File: config.mk
export PLATFORM = sky130hd
export DESIGN_NAME = touch_debounce_and_scale
export DESIGN_NICKNAME = d
export VERILOG_FILES = /design/src/design/tdsc_pkg.sv /design/src/design/tdsc_div.sv /design/src/design/touch_debounce_and_scale.sv
export VERILOG_INCLUDE_DIRS = /design/src /design/src/design
export SDC_FILE = /design/constraint.sdc
export NUM_CORES = 1
export LEC_CHECK = 0
export BUFFER_PORTS_ARGS = -buffer_cell sky130_fd_sc_hd__buf_2
export CAP_MARGIN = 25
export CORE_ASPECT_RATIO = 0.75
export CORE_MARGIN = 5
export CORE_UTILIZATION = 45
export CTS_CLUSTER_DIAMETER = 80
export CTS_CLUSTER_SIZE = 20
export DETAILED_ROUTE_END_ITERATION = 16
export GPL_TIMING_DRIVEN = 0
export PLACE_DENSITY = 0.75
export SYNTH_ARGS = -nofsm -noshare
export SYNTH_HDL_FRONTEND = slang
export SYNTH_SLANG_ARGS = --single-unit
File: constraint.sdc
create_clock -name i_clk -period 10.5 [get_ports i_clk]
set_input_delay 1.05 -clock i_clk [delete_from_list [all_inputs] [get_ports i_clk]]
set_output_delay 1.05 -clock i_clk [all_outputs]
set_load 0.05 [all_outputs]
File: src/design/assert_macros.svh
// ----------------------------------------------------------------------------
// assertion macros
// shared concurrent assertion forms, clocked on i_clk, off while in reset
// ----------------------------------------------------------------------------
`ifndef ASSERT_MACROS_SVH
`define ASSERT_MACROS_SVH

// same-cycle implication
`define TDSC_ASSERT_IMP(lbl, ante, cons, msg) \
    lbl: assert property (@(posedge i_clk) disable iff (!i_rst_n) (ante) |-> (cons)) \
        else $error(msg);

// next-cycle implication
`define TDSC_ASSERT_NXT(lbl, ante, cons, msg) \
    lbl: assert property (@(posedge i_clk) disable iff (!i_rst_n) (ante) |=> (cons)) \
        else $error(msg);

`endif

File: src/design/tdsc_pkg.sv
// ----------------------------------------------------------------------------
// tdsc_pkg
// types, constants and helpers of the touch debounce and scale block
// ----------------------------------------------------------------------------
package tdsc_pkg;

    // field widths
    localparam int RAW_W    = 10;
    localparam int PRES_W   = 12;
    localparam int SIZE_W   = 11;
    localparam int PIX_W    = 10;
    localparam int CNT_W    = 8;
    localparam int NUM_W    = 20;
    localparam int QUO_W    = 11;
    localparam int CFG_IDX_W = 3;
    localparam int CFG_DAT_W = 12;
    localparam int DATA_W   = 32;

    // debounce window length
    localparam logic [CNT_W-1:0] STABLE_SAMPLES = 8'd10;

    // register reset values
    localparam logic [PRES_W-1:0] RST_THRESHOLD = 12'd1750;
    localparam logic [RAW_W-1:0]  RST_X_LOW     = 10'd121;
    localparam logic [RAW_W-1:0]  RST_X_HIGH    = 10'd559;
    localparam logic [RAW_W-1:0]  RST_Y_LOW     = 10'd460;
    localparam logic [RAW_W-1:0]  RST_Y_HIGH    = 10'd975;
    localparam logic [SIZE_W-1:0] RST_WIDTH     = 11'd400;
    localparam logic [SIZE_W-1:0] RST_HEIGHT    = 11'd240;
    localparam logic              RST_MIRROR    = 1'b1;

    localparam logic [SIZE_W-1:0] SIZE_MAX = 11'd1024;

    // configuration register indexes
    typedef enum logic [CFG_IDX_W-1:0] {
        CFG_THRESHOLD = 3'd0,
        CFG_X_LOW     = 3'd1,
        CFG_X_HIGH    = 3'd2,
        CFG_Y_LOW     = 3'd3,
        CFG_Y_HIGH    = 3'd4,
        CFG_WIDTH     = 3'd5,
        CFG_HEIGHT    = 3'd6,
        CFG_MIRROR    = 3'd7
    } t_cfg_idx;

    // sequencer states
    typedef enum logic [3:0] {
        ST_IDLE = 4'b0001,
        ST_MUL  = 4'b0010,
        ST_DIV  = 4'b0100,
        ST_DONE = 4'b1000
    } t_state;

    // axis under work
    typedef enum logic {
        AXIS_X = 1'b0,
        AXIS_Y = 1'b1
    } t_axis;

    // divider request and response
    typedef struct packed {
        logic              start;
        logic [NUM_W-1:0]  num;
        logic [RAW_W-1:0]  den;
    } t_div_req;

    typedef struct packed {
        logic              done;
        logic [QUO_W-1:0]  quo;
    } t_div_rsp;

    // size of zero acts as one, sizes above the maximum are clipped
    function automatic logic [SIZE_W-1:0] fix_size(input logic [SIZE_W-1:0] s);
        logic [SIZE_W-1:0] r;
        if (s == '0) begin
            r = 11'd1;
        end else if (s > SIZE_MAX) begin
            r = SIZE_MAX;
        end else begin
            r = s;
        end
        return r;
    endfunction

endpackage

File: src/design/tdsc_div.sv
// ----------------------------------------------------------------------------
// tdsc_div
// restoring serial divider, one quotient bit per cycle, 20 by 10 bits
// ----------------------------------------------------------------------------
`include "assert_macros.svh"

module tdsc_div (
    input  logic               i_clk,
    input  logic               i_rst_n,
    input  tdsc_pkg::t_div_req i_req,
    output tdsc_pkg::t_div_rsp o_rsp
);
    import tdsc_pkg::*;

    localparam logic [3:0] LAST_STEP = 4'(QUO_W - 1);

    logic               r_busy;
    logic [3:0]         r_cnt;
    logic [RAW_W-1:0]   r_rem;
    logic [QUO_W-1:0]   r_low;
    logic [RAW_W-1:0]   r_den;

    logic [RAW_W:0]     trial;
    logic               ge;
    logic [RAW_W:0]     diff;
    logic [RAW_W-1:0]   rem_nxt;
    logic [QUO_W-1:0]   low_nxt;

    // one trial subtraction
    assign trial   = {r_rem, r_low[QUO_W-1]};
    assign ge      = trial >= {1'b0, r_den};
    assign diff    = trial - {1'b0, r_den};
    assign rem_nxt = ge ? diff[RAW_W-1:0] : trial[RAW_W-1:0];
    assign low_nxt = {r_low[QUO_W-2:0], ge};

    assign o_rsp.done = r_busy && (r_cnt == LAST_STEP);
    assign o_rsp.quo  = low_nxt;

    // control
    always_ff @(posedge i_clk) begin
        if (!i_rst_n) begin
            r_busy <= 1'b0;
            r_cnt  <= '0;
        end else if (i_req.start) begin
            r_busy <= 1'b1;
            r_cnt  <= '0;
        end else if (r_busy) begin
            r_busy <= (r_cnt != LAST_STEP);
            r_cnt  <= r_cnt + 4'd1;
        end
    end

    // datapath: quotient bits shift into the low word
    always_ff @(posedge i_clk) begin
        if (i_req.start) begin
            r_rem <= {1'b0, i_req.num[NUM_W-1:QUO_W]};
            r_low <= i_req.num[QUO_W-1:0];
            r_den <= i_req.den;
        end else if (r_busy) begin
            r_rem <= rem_nxt;
            r_low <= low_nxt;
        end
    end

    `TDSC_ASSERT_IMP(a_div_cnt_bound, r_busy, r_cnt <= LAST_STEP, "divider step count overran")
    `TDSC_ASSERT_IMP(a_div_rem_below, r_busy, r_rem < r_den, "divider remainder not below divisor")
    `TDSC_ASSERT_NXT(a_div_stop, o_rsp.done && !i_req.start, !r_busy, "divider busy after last step")

endmodule

File: src/design/touch_debounce_and_scale.sv
// ----------------------------------------------------------------------------
// touch_debounce_and_scale
// debounces resistive touch samples and maps pressed positions to pixels
// ----------------------------------------------------------------------------
// channel  | dir | handshake            | payload
// s        | in  | i_s_tvalid/o_s_tready| tdata: raw_x, raw_y, raw_pressure
// m        | out | o_m_tvalid/i_m_tready| tdata: screen_x, screen_y, pressure_out;
//          |     |                      | tuser: touched
// cfg      | in  | i_cfg_wr_en          | i_cfg_idx, i_cfg_data
//
// a word that ends no window is only accepted; a released result is accepted, then
// the done state loads the output
// a pressed result goes through the accept, then per axis a multiply state and 11 steps
// of the shared serial divider, then the done state loads the output
// a full output register that is not taken holds the sequencer in its last state
// reset is synchronous, active low; config resets to the default calibration
// ----------------------------------------------------------------------------
`include "assert_macros.svh"

module touch_debounce_and_scale (
    input  logic                                 i_clk,
    input  logic                                 i_rst_n,
    // raw_x [9:0], raw_y [19:10], raw_pressure [31:20]
    input  logic [tdsc_pkg::DATA_W-1:0]          i_s_tdata,
    input  logic                                 i_s_tvalid,
    output logic                                 o_s_tready,
    // screen_x [9:0], screen_y [19:10], pressure_out [31:20]
    output logic [tdsc_pkg::DATA_W-1:0]          o_m_tdata,
    // touched [0]
    output logic                                 o_m_tuser,
    output logic                                 o_m_tvalid,
    input  logic                                 i_m_tready,
    input  logic                                 i_cfg_wr_en,
    input  logic [tdsc_pkg::CFG_IDX_W-1:0]       i_cfg_idx,
    input  logic [tdsc_pkg::CFG_DAT_W-1:0]       i_cfg_data
);
    import tdsc_pkg::*;

    // configuration registers
    logic [PRES_W-1:0] r_thr;
    logic [RAW_W-1:0]  r_x_lo, r_x_hi, r_y_lo, r_y_hi;
    logic [SIZE_W-1:0] r_width, r_height;
    logic              r_mirror;

    // sequencer and debounce state
    t_state            r_state, n_state;
    t_axis             r_axis;
    logic [CNT_W-1:0]  r_count;
    logic              r_last;

    // captured word and results
    logic [RAW_W-1:0]  r_rx, r_ry;
    logic [PRES_W-1:0] r_rp;
    logic              r_touch;
    logic [PIX_W-1:0]  r_sx, r_sy;

    // output register
    logic              r_ov;
    logic              r_otouch;
    logic [DATA_W-1:0] r_odata;

    t_div_req          div_req;
    t_div_rsp          div_rsp;

    logic [RAW_W-1:0]  in_x, in_y;
    logic [PRES_W-1:0] in_p;
    logic              accept, pressed, window_end;
    logic [CNT_W-1:0]  cnt_nxt;

    logic [RAW_W-1:0]  ax_raw, ax_lo, ax_hi, ax_clamp, ax_diff;
    logic [SIZE_W-1:0] ax_size;
    logic              ax_empty;
    logic [NUM_W-1:0]  ax_prod;
    logic [PIX_W-1:0]  size_m1, q_sat, q_fin;
    logic              out_free;

    assign in_x = i_s_tdata[RAW_W-1:0];
    assign in_y = i_s_tdata[2*RAW_W-1:RAW_W];
    assign in_p = i_s_tdata[2*RAW_W+PRES_W-1:2*RAW_W];

    assign o_s_tready = (r_state == ST_IDLE);
    assign accept     = i_s_tvalid && o_s_tready;
    assign out_free   = !r_ov || i_m_tready;

    // debounce decision for the incoming word
    assign pressed    = in_p < r_thr;
    assign cnt_nxt    = (pressed == r_last) ? r_count + 8'd1 : '0;
    assign window_end = cnt_nxt >= STABLE_SAMPLES;

    // axis operand selection, clamp and scale
    always_comb begin
        if (r_axis == AXIS_Y) begin
            ax_raw  = r_ry;
            ax_lo   = r_y_lo;
            ax_hi   = r_y_hi;
            ax_size = fix_size(r_height);
        end else begin
            ax_raw  = r_rx;
            ax_lo   = r_x_lo;
            ax_hi   = r_x_hi;
            ax_size = fix_size(r_width);
        end
        ax_empty = ax_hi <= ax_lo;
        if (ax_raw < ax_lo) begin
            ax_clamp = ax_lo;
        end else if (ax_raw > ax_hi) begin
            ax_clamp = ax_hi;
        end else begin
            ax_clamp = ax_raw;
        end
        ax_diff = ax_clamp - ax_lo;
        // at most 1023 * 1024, fits the 20-bit numerator
        ax_prod = NUM_W'(ax_diff) * NUM_W'(ax_size);
        size_m1 = PIX_W'(ax_size - 11'd1);
    end

    // divider request: an empty span divides zero by one
    assign div_req.start = (r_state == ST_MUL);
    assign div_req.num   = ax_empty ? '0 : ax_prod;
    assign div_req.den   = ax_empty ? RAW_W'(1) : ax_hi - ax_lo;

    tdsc_div u_div (
        .i_clk   (i_clk),
        .i_rst_n (i_rst_n),
        .i_req   (div_req),
        .o_rsp   (div_rsp)
    );

    // saturate the quotient, and mirror it on the x axis when mirroring is set
    always_comb begin
        if (div_rsp.quo > {1'b0, size_m1}) begin
            q_sat = size_m1;
        end else begin
            q_sat = div_rsp.quo[PIX_W-1:0];
        end
        if (r_axis == AXIS_X && r_mirror) begin
            q_fin = size_m1 - q_sat;
        end else begin
            q_fin = q_sat;
        end
    end

    // sequencer next state
    always_comb begin
        n_state = r_state;
        case (r_state)
            ST_IDLE: begin
                if (accept && window_end) begin
                    n_state = pressed ? ST_MUL : ST_DONE;
                end
            end
            ST_MUL: begin
                n_state = ST_DIV;
            end
            ST_DIV: begin
                if (div_rsp.done) begin
                    n_state = (r_axis == AXIS_Y) ? ST_DONE : ST_MUL;
                end
            end
            ST_DONE: begin
                if (out_free) begin
                    n_state = ST_IDLE;
                end
            end
            default: begin
                n_state = ST_IDLE;
            end
        endcase
    end

    // configuration writes
    always_ff @(posedge i_clk) begin
        if (!i_rst_n) begin
            r_thr    <= RST_THRESHOLD;
            r_x_lo   <= RST_X_LOW;
            r_x_hi   <= RST_X_HIGH;
            r_y_lo   <= RST_Y_LOW;
            r_y_hi   <= RST_Y_HIGH;
            r_width  <= RST_WIDTH;
            r_height <= RST_HEIGHT;
            r_mirror <= RST_MIRROR;
        end else if (i_cfg_wr_en) begin
            case (t_cfg_idx'(i_cfg_idx))
                CFG_THRESHOLD: r_thr    <= i_cfg_data;
                CFG_X_LOW:     r_x_lo   <= i_cfg_data[RAW_W-1:0];
                CFG_X_HIGH:    r_x_hi   <= i_cfg_data[RAW_W-1:0];
                CFG_Y_LOW:     r_y_lo   <= i_cfg_data[RAW_W-1:0];
                CFG_Y_HIGH:    r_y_hi   <= i_cfg_data[RAW_W-1:0];
                CFG_WIDTH:     r_width  <= i_cfg_data[SIZE_W-1:0];
                CFG_HEIGHT:    r_height <= i_cfg_data[SIZE_W-1:0];
                CFG_MIRROR:    r_mirror <= i_cfg_data[0];
                default:       r_mirror <= r_mirror;
            endcase
        end
    end

    // control state
    always_ff @(posedge i_clk) begin
        if (!i_rst_n) begin
            r_state <= ST_IDLE;
            r_axis  <= AXIS_X;
            r_count <= '0;
            r_last  <= 1'b0;
            r_ov    <= 1'b0;
        end else begin
            r_state <= n_state;
            if (accept) begin
                r_axis <= AXIS_X;
                if (window_end) begin
                    r_count <= '0;
                    r_last  <= 1'b0;
                end else begin
                    r_count <= cnt_nxt;
                    r_last  <= pressed;
                end
            end else if (r_state == ST_DIV && div_rsp.done) begin
                r_axis <= AXIS_Y;
            end
            if (r_state == ST_DONE && out_free) begin
                r_ov <= 1'b1;
            end else if (i_m_tready) begin
                r_ov <= 1'b0;
            end
        end
    end

    // captured word and per-axis results
    always_ff @(posedge i_clk) begin
        if (accept) begin
            r_rx    <= in_x;
            r_ry    <= in_y;
            r_rp    <= pressed ? in_p : '0;
            r_touch <= pressed;
            r_sx    <= '0;
            r_sy    <= '0;
        end else if (r_state == ST_DIV && div_rsp.done) begin
            if (r_axis == AXIS_Y) begin
                r_sy <= q_fin;
            end else begin
                r_sx <= q_fin;
            end
        end
    end

    // output word
    always_ff @(posedge i_clk) begin
        if (r_state == ST_DONE && out_free) begin
            r_otouch <= r_touch;
            r_odata  <= {r_rp, r_sy, r_sx};
        end
    end

    assign o_m_tvalid = r_ov;
    assign o_m_tuser  = r_otouch;
    assign o_m_tdata  = r_odata;

    `TDSC_ASSERT_IMP(a_count_below, 1'b1, r_count < STABLE_SAMPLES, "debounce count reached window")
    `TDSC_ASSERT_IMP(a_div_in_div, div_rsp.done, r_state == ST_DIV, "divider finished outside division")
    `TDSC_ASSERT_IMP(a_release_zero, r_ov && !r_otouch, r_odata == '0, "released word has data")
    `TDSC_ASSERT_NXT(a_y_to_done, r_state == ST_DIV && div_rsp.done && r_axis == AXIS_Y, r_state == ST_DONE, "second axis did not finish")

endmodule

==> results of run 1 <==
critical path, delay by kind of cell (launching register included):
family | cells | cell delay, ps
flip-flops | 1 | 430
AO/OA/AOI/OAI | 19 | 3460
adder cells (fa/ha/maj) | 9 | 3640
multiplexers | 1 | 380
buffers and inverters | 5 | 850
XOR/XNOR | 2 | 660
AND/OR/NAND/NOR | 4 | 400
final cells by class:
class,count,area [µm²],area share
plain buffers,50,243,0.0148
repair buffers,97,533,0.0324
flip-flops and latches,212,5210,0.317
clock buffers,22,402,0.0244
well taps,442,553,0.0336
multi-input cells,1194,8940,0.544
inverters,148,556,0.0338
clock inverters,2,12.5,0.000761
through the flow:
stage	instances	worst slack [ps]	utilization	setup TNS (ps)	power, mW
floorplan	1606	189	-	0	2.45
global placement	2131	-1810	0.486	-13620	2.79
detailed placement	2134	-2050	0.487	-15330	2.85
CTS	2160	21.6	0.505	0	3.41
global route	2167	-9.63	0.508	-9.63	3.78
finish	2167	495	0.508	0	3.45
Yosys cell counts, types with 3 or more instances:
library cell and count:
a2111oi_0 3, a211oi_1 18, a21boi_0 4, a21o_1 24
a21oi_1 87, a22o_1 8, a22oi_1 10, a311o_1 3
a31o_2 4, a31oi_1 11, and2_1 18, and3_1 9
and4_1 3, buf_2 3, clkbuf_1 47, clkinv_1 4
dfxtp_1 116, edfxtp_1 96, fa_1 73, ha_1 135
inv_1 143, mux2_2 20, mux2i_1 35, nand2_1 234
nand2b_1 34, nand3_1 51, nand4_1 13, nor2_1 130
nor2b_1 25, nor3_1 27, nor4_1 4, nor4b_1 3
o211ai_1 10, o21a_1 7, o21ai_0 59, o22ai_1 8
o31a_1 4, o31ai_1 12, o41ai_1 7, or2_2 10
or3_1 6, or4_1 3, xnor2_1 29, xor2_1 24
worst max-delay path by stage:
| stage | startpoint | endpoint | slack, ps | cells past startpoint |
|---|---|---|---|---|
| 2_1_floorplan | r_axis$_SDFFE_PP0P_ | u_div.r_rem[8]$_DFFE_PP_ | 190 | 37 |
| 5_1_grt | r_axis$_SDFFE_PP0P_ | u_div.r_rem[8]$_DFFE_PP_ | -10 | 40 |
| 6_report | r_axis$_SDFFE_PP0P_ | u_div.r_rem[8]$_DFFE_PP_ | 500 | 40 |
| 3_5_place_dp | r_axis$_SDFFE_PP0P_ | u_div.r_rem[8]$_DFFE_PP_ | -2050 | 37 |
| 4_1_cts | r_axis$_SDFFE_PP0P_ | u_div.r_rem[8]$_DFFE_PP_ | 20 | 37 |
| 3_3_place_gp | r_axis$_SDFFE_PP0P_ | u_div.r_rem[8]$_DFFE_PP_ | -1810 | 37 |
flip-flops by register name (all words and copies together), names as in the netlist, 4 cells and up:
signal	flops
r_width	11
u_div.r_cnt	4
r_sx	10
r_ry	10
u_div.r_low	11
r_y_lo	10
r_state	4
r_y_hi	10
r_height	11
r_count	8
r_x_lo	10
u_div.r_rem	10
o_m_tdata	32
r_sy	10
r_thr	12
r_rp	12
u_div.r_den	10
r_x_hi	10
r_rx	10
routing by layer:
metal  vias to the layer above  GRT usage
met2                       449      0.317
met1                      5740      0.291
met5                         -          0
met4                         0     0.0570
met3                        84     0.0290
li1                       5781          -
power by group through the flow:
stage	combinational, mW	sequential [mW]	clock, mW
floorplan	1.53	0.920	0
global placement	1.86	0.923	0
CTS	1.95	0.905	0.556
global route	2.28	0.908	0.592
finish	1.99	0.906	0.547
detailed placement	1.92	0.924	0
logic make-up after synthesis:
kind of cell | synth area share
compound gates | 0.132
xor+xnor | 0.0329
fa+ha+maj | 0.213
buf+inv | 0.0511
flops | 0.352
mux | 0.0390
simple gates | 0.180
repair_timing:
item,CTS,global route
resized for setup,36,17
setup endpoints to repair,12,7
setup buffers,2,7
pin swaps,2,3
==> metrics, run 1 <==
status=completed; Slowest-stage cell, CP=fa_1; post-synthesis sequential area ratio=0.352; Yosys reg bits=around 210; Top Ports=between 80 and 90; CTS Buffer Depth=3; DR WL/cell=17.0 µm; pin count of the biggest net entering global routing=34; Sequential Power Share=0.263; DRC Markers=0; skew final=approximately 30 ps; Mapped Cells=around 1.6k; gr usage total=0.202; Final Hold Viols=0; EDFF count, synth=96; routed wl met2=16,300 µm; port buffer count=83; Iter 0 DRT Violations=roughly 1.1k; Antenna Cells=0; share of layout cells above drive strength 1=0.107; reg2reg end=u_div.r_rem[8]$_DFFE_PP_; PwrDens=210 mW/mm²; met1 wire length=16,700 µm; TritonRoute pass-1 iters=5; CP Class=reg -> reg; clk root buf=clkbuf_16; maxcap violations=0; asr flop ratio synth=0; commonest cells after routing, fill and taps aside=234 x nand2_1, 143 x inv_1, 133 x ha_1; area leader, netlist=edfxtp_1; hold path cells=0; post-synthesis cell type count=71; final net count=~2.0k; Mapped Avg Cell Area=roughly 9.2 µm²; Clock Latency Late Sink=490 ps; Critical Path RT=10,850 ps; Final setup viols=0; H-Tree Depth=1; Register-to-Register Path Depth=40; WL final=between 30,000 and 40,000 µm; largest stage delay on the critical path=540 ps; Slew @ Worst Pin=976 ps; Clk pwr share=0.159; first-pass GRT wire length=60,900 µm; Max Fanout on Critical Path=19; startpoint types=flop; Chip Width=approximately 220 µm; DP Area=0.0158 mm²; combinational share of power=0.579; switching portion of total power=0.417; Leakage Power=7.13 nW; Post-Syn Area=0.0148 mm²; reg2reg setup slack=around 500 ps; total grt overflow=0; final instance area=between 0.015 and 0.02 mm²; core box area=roughly 0.032 mm²; initial antenna violation count=0; Slew Limit Fails=0; TritonCTS clock tree=done; initial core utilization=0.456; most frequent CP cell=a21o_1; crit path time final=about 10,000 ps; Syn. warnings=0; die area=~0.037 mm²; Max IR drop VDD=roughly 310 µV; Arr. time, crit path=10,350 ps; Hold Crit Start=r_rp[9]$_SDFFCE_PN0P_; metal3 WL=2880 µm; worst hold slack=about 430 ps; Hold Buf Count CTS=0; top cells by area, synth=edfxtp_1 20%, dfxtp_1 16%, ha_1 11%, fa_1 9.9%, nand2_1 5.9%; Antenna Violating Nets Remaining=0; Hold Crit Class=reg -> reg; Max Fclk=~100 MHz; Sw Pwr=1.44 mW; Area growth, synth to finish=11.3%; top routing layer in use=met4; GPL Wtd Cong=roughly 0.9; CTS buffer count=14; vias in the first global route=roughly 12k; syn_nets=1,866; Int Pwr=approximately 2 mW; reg2reg start=r_axis$_SDFFE_PP0P_; FP Rows=57; hold path endpoint=o_m_tdata[29]$_DFFE_PP_; via/cell ratio=between 5 and 6; Max-slew headroom=0.348; Worst setup EP type=flop; Sink Count=roughly 210; CTS clk-pin slew, worst paths=around 90 ps; Die H=about 170 µm; crit share post-route=0.953; share of the synthesized area in the top cell type=0.195; final HPWL from detailed placement=around 29,000 µm; most common flop cell mapped by yosys=dfxtp_1; routed vias=around 12k; fillers=2,927; most common cell after layout, fill and taps aside=nand2_1
Note: power is estimated with default switching activity, not from simulation.
==> run 2: changes to the inputs <==
- CORE_UTILIZATION: 45 -> 50
- PLACE_DENSITY: 0.75 -> 0.81
- REMOVE_ABC_BUFFERS: unset -> 1
==> metrics, run 2 (synthesis gave the netlist of run 1 again) <==
Slew Limit Fails=0 (unchanged); status=completed; core box area=0.0291 mm² (-10%); Clk pwr share=0.159 (about the same); DR WL/cell=17.4 µm (+2.0%); pin count of the biggest net entering global routing=50 (+47%); startpoint types=flop; GPL Wtd Cong=0.941 (+2.6%); clk root buf=clkbuf_16; DP Area=0.0157 mm² (-0.65%); H-Tree Depth=1 (unchanged); final instance area=0.0163 mm² (-0.92%); first-pass GRT wire length=58,800 µm (-3.4%); via/cell ratio=5.80 (+4.3%); TritonCTS clock tree=done; CP Class=reg -> reg; final net count=1,935 (-2.1%); final HPWL from detailed placement=27,200 µm (-6.8%); crit share post-route=0.971 (+0.0177); largest stage delay on the critical path=620 ps (+80 ps); Chip Width=208 µm (-4.9%); Setup Total Neg Slack=0 ps (unchanged); PwrDens=212 mW/mm² (+1.2%); Sw Pwr=1.45 mW (+0.87%); worst hold slack=422 ps (-7.54 ps); vias in the first global route=11.8k (+0.53%); Area growth, synth to finish=10.3%; TritonRoute pass-1 iters=6 (+1); CTS clk-pin slew, worst paths=80 ps (about the same); Hold Crit Class=reg -> reg; maxcap violations=0 (unchanged); Max IR drop VDD=312 µV (about the same); Arr. time, crit path=10,520 ps (+170 ps); initial core utilization=0.507 (+0.0511); Final Hold Viols=0 (unchanged); Die H=159 µm (-4.8%); routed vias=12.0k (-0.15%); Max Fanout on Critical Path=19 (unchanged); Antenna Violating Nets Remaining=0 (unchanged); Max-slew headroom=0.144 (-0.204); Sink Count=212 (unchanged); gr usage total=0.210 (+0.00813); Slowest-stage cell, CP=mux2i_1; flip-flop count of the largest register after layout=32 (unchanged); Int Pwr=2.00 mW (-0.24%); DRC Markers=0 (unchanged); crit path time final=10,190 ps (+186 ps); initial antenna violation count=1 (+1); Max Fclk=98.1 MHz (-1.8%); Top Ports=87 (unchanged); combinational share of power=0.579 (about the same); share of layout cells above drive strength 1=0.109 (+0.00208); total grt overflow=0 (unchanged); Final Power=3.45 mW (+0.22%); commonest cells after routing, fill and taps aside=234 x nand2_1, 143 x inv_1, 135 x ha_1; most frequent CP cell=fa_1; Clock Latency Late Sink=500 ps (about the same); WL final=36,100 µm (-2.3%); Sequential Power Share=0.262 (about the same); Leakage Power=7.11 nW (-0.34%); Final setup viols=0 (unchanged); Iter 0 DRT Violations=1,012 (-3.6%); Slew @ Worst Pin=1280 ps (+308 ps); FP Rows=54 (-5.3%); switching portion of total power=0.419 (+0.00270); Antenna Cells=0 (unchanged); CTS buffer count=14 (unchanged); port buffer count=86 (+3.6%); CTS Buffer Depth=3 (unchanged); most common cell after layout, fill and taps aside=nand2_1; Critical Path RT=10,820 ps (-30 ps); Worst setup EP type=flop; skew final=28.0 ps (-2.12 ps); die area=0.0331 mm² (-9.5%)
run 2: layout make-up:
type,instances,area [µm²]
Clock buffer,23,405
Tap cell,392,490
Fill cell,2501,12800
Multi-Input combinational cell,1194,8970
Timing Repair Buffer,105,656
Sequential cell,212,5210
Inverter,148,557
Clock inverter,1,8.76
run 2: path summary, 6_finish.rpt:
check / start / endpoint / slack (ps) / cells after the start
hold reg to reg: r_touch$_DFFE_PP_ / o_m_tuser$_DFFE_PP_ / 420 / 0
hold / removal: r_touch$_DFFE_PP_ / o_m_tuser$_DFFE_PP_ / 420 / 0
setup / recovery: r_axis$_SDFFE_PP0P_ / u_div.r_rem[8]$_DFFE_PP_ / 310 / 34
setup reg to reg: r_axis$_SDFFE_PP0P_ / u_div.r_rem[8]$_DFFE_PP_ / 310 / 34
run 2: per-stage QoR:
stage	std cells	worst slack (ps)	utilization
floorplan	1554	127	-
global placement	2032	-1600	0.532
detailed placement	2045	-282	0.538
CTS	2069	54.3	0.554
global route	2075	-138	0.560
finish	2075	310	0.560
run 2: what timing repair did:
action,in CTS,in global routing
pin swaps,0,3
gates resized for setup,8,18
setup endpoints to repair,3,6
buffers inserted,0,5
cloned,0,1
hold buffers,0,0
run 2: per-layer routing:
layer | track usage | part of all wire
met1 | 0.285 | 0.43
met2 | 0.343 | 0.46
met3 | 0.0306 | 0.072
met4 | 0.0770 | 0.038
met5 | 0 | 0
run 2: power by group through the flow:
stage               Combinational, mW  Clock, mW  Sequential (mW)
finish                           2.00      0.549            0.906
global route                     2.27      0.596            0.909
CTS                              1.96      0.557            0.906
detailed placement               1.93          0            0.924
global placement                 1.87          0            0.923
floorplan                        1.52          0            0.920
run 2: worst max-delay path: cells and delay by family, from the launching register on:
kind | cells | cell delay [ps]
adders and majority gates | 8 | 3600
muxes | 1 | 620
xor gates and xnor gates | 1 | 450
AOI/OAI and AO/OA | 15 | 2860
buffers and inverters | 3 | 450
DFF | 1 | 430
and+or+nand+nor | 6 | 1600
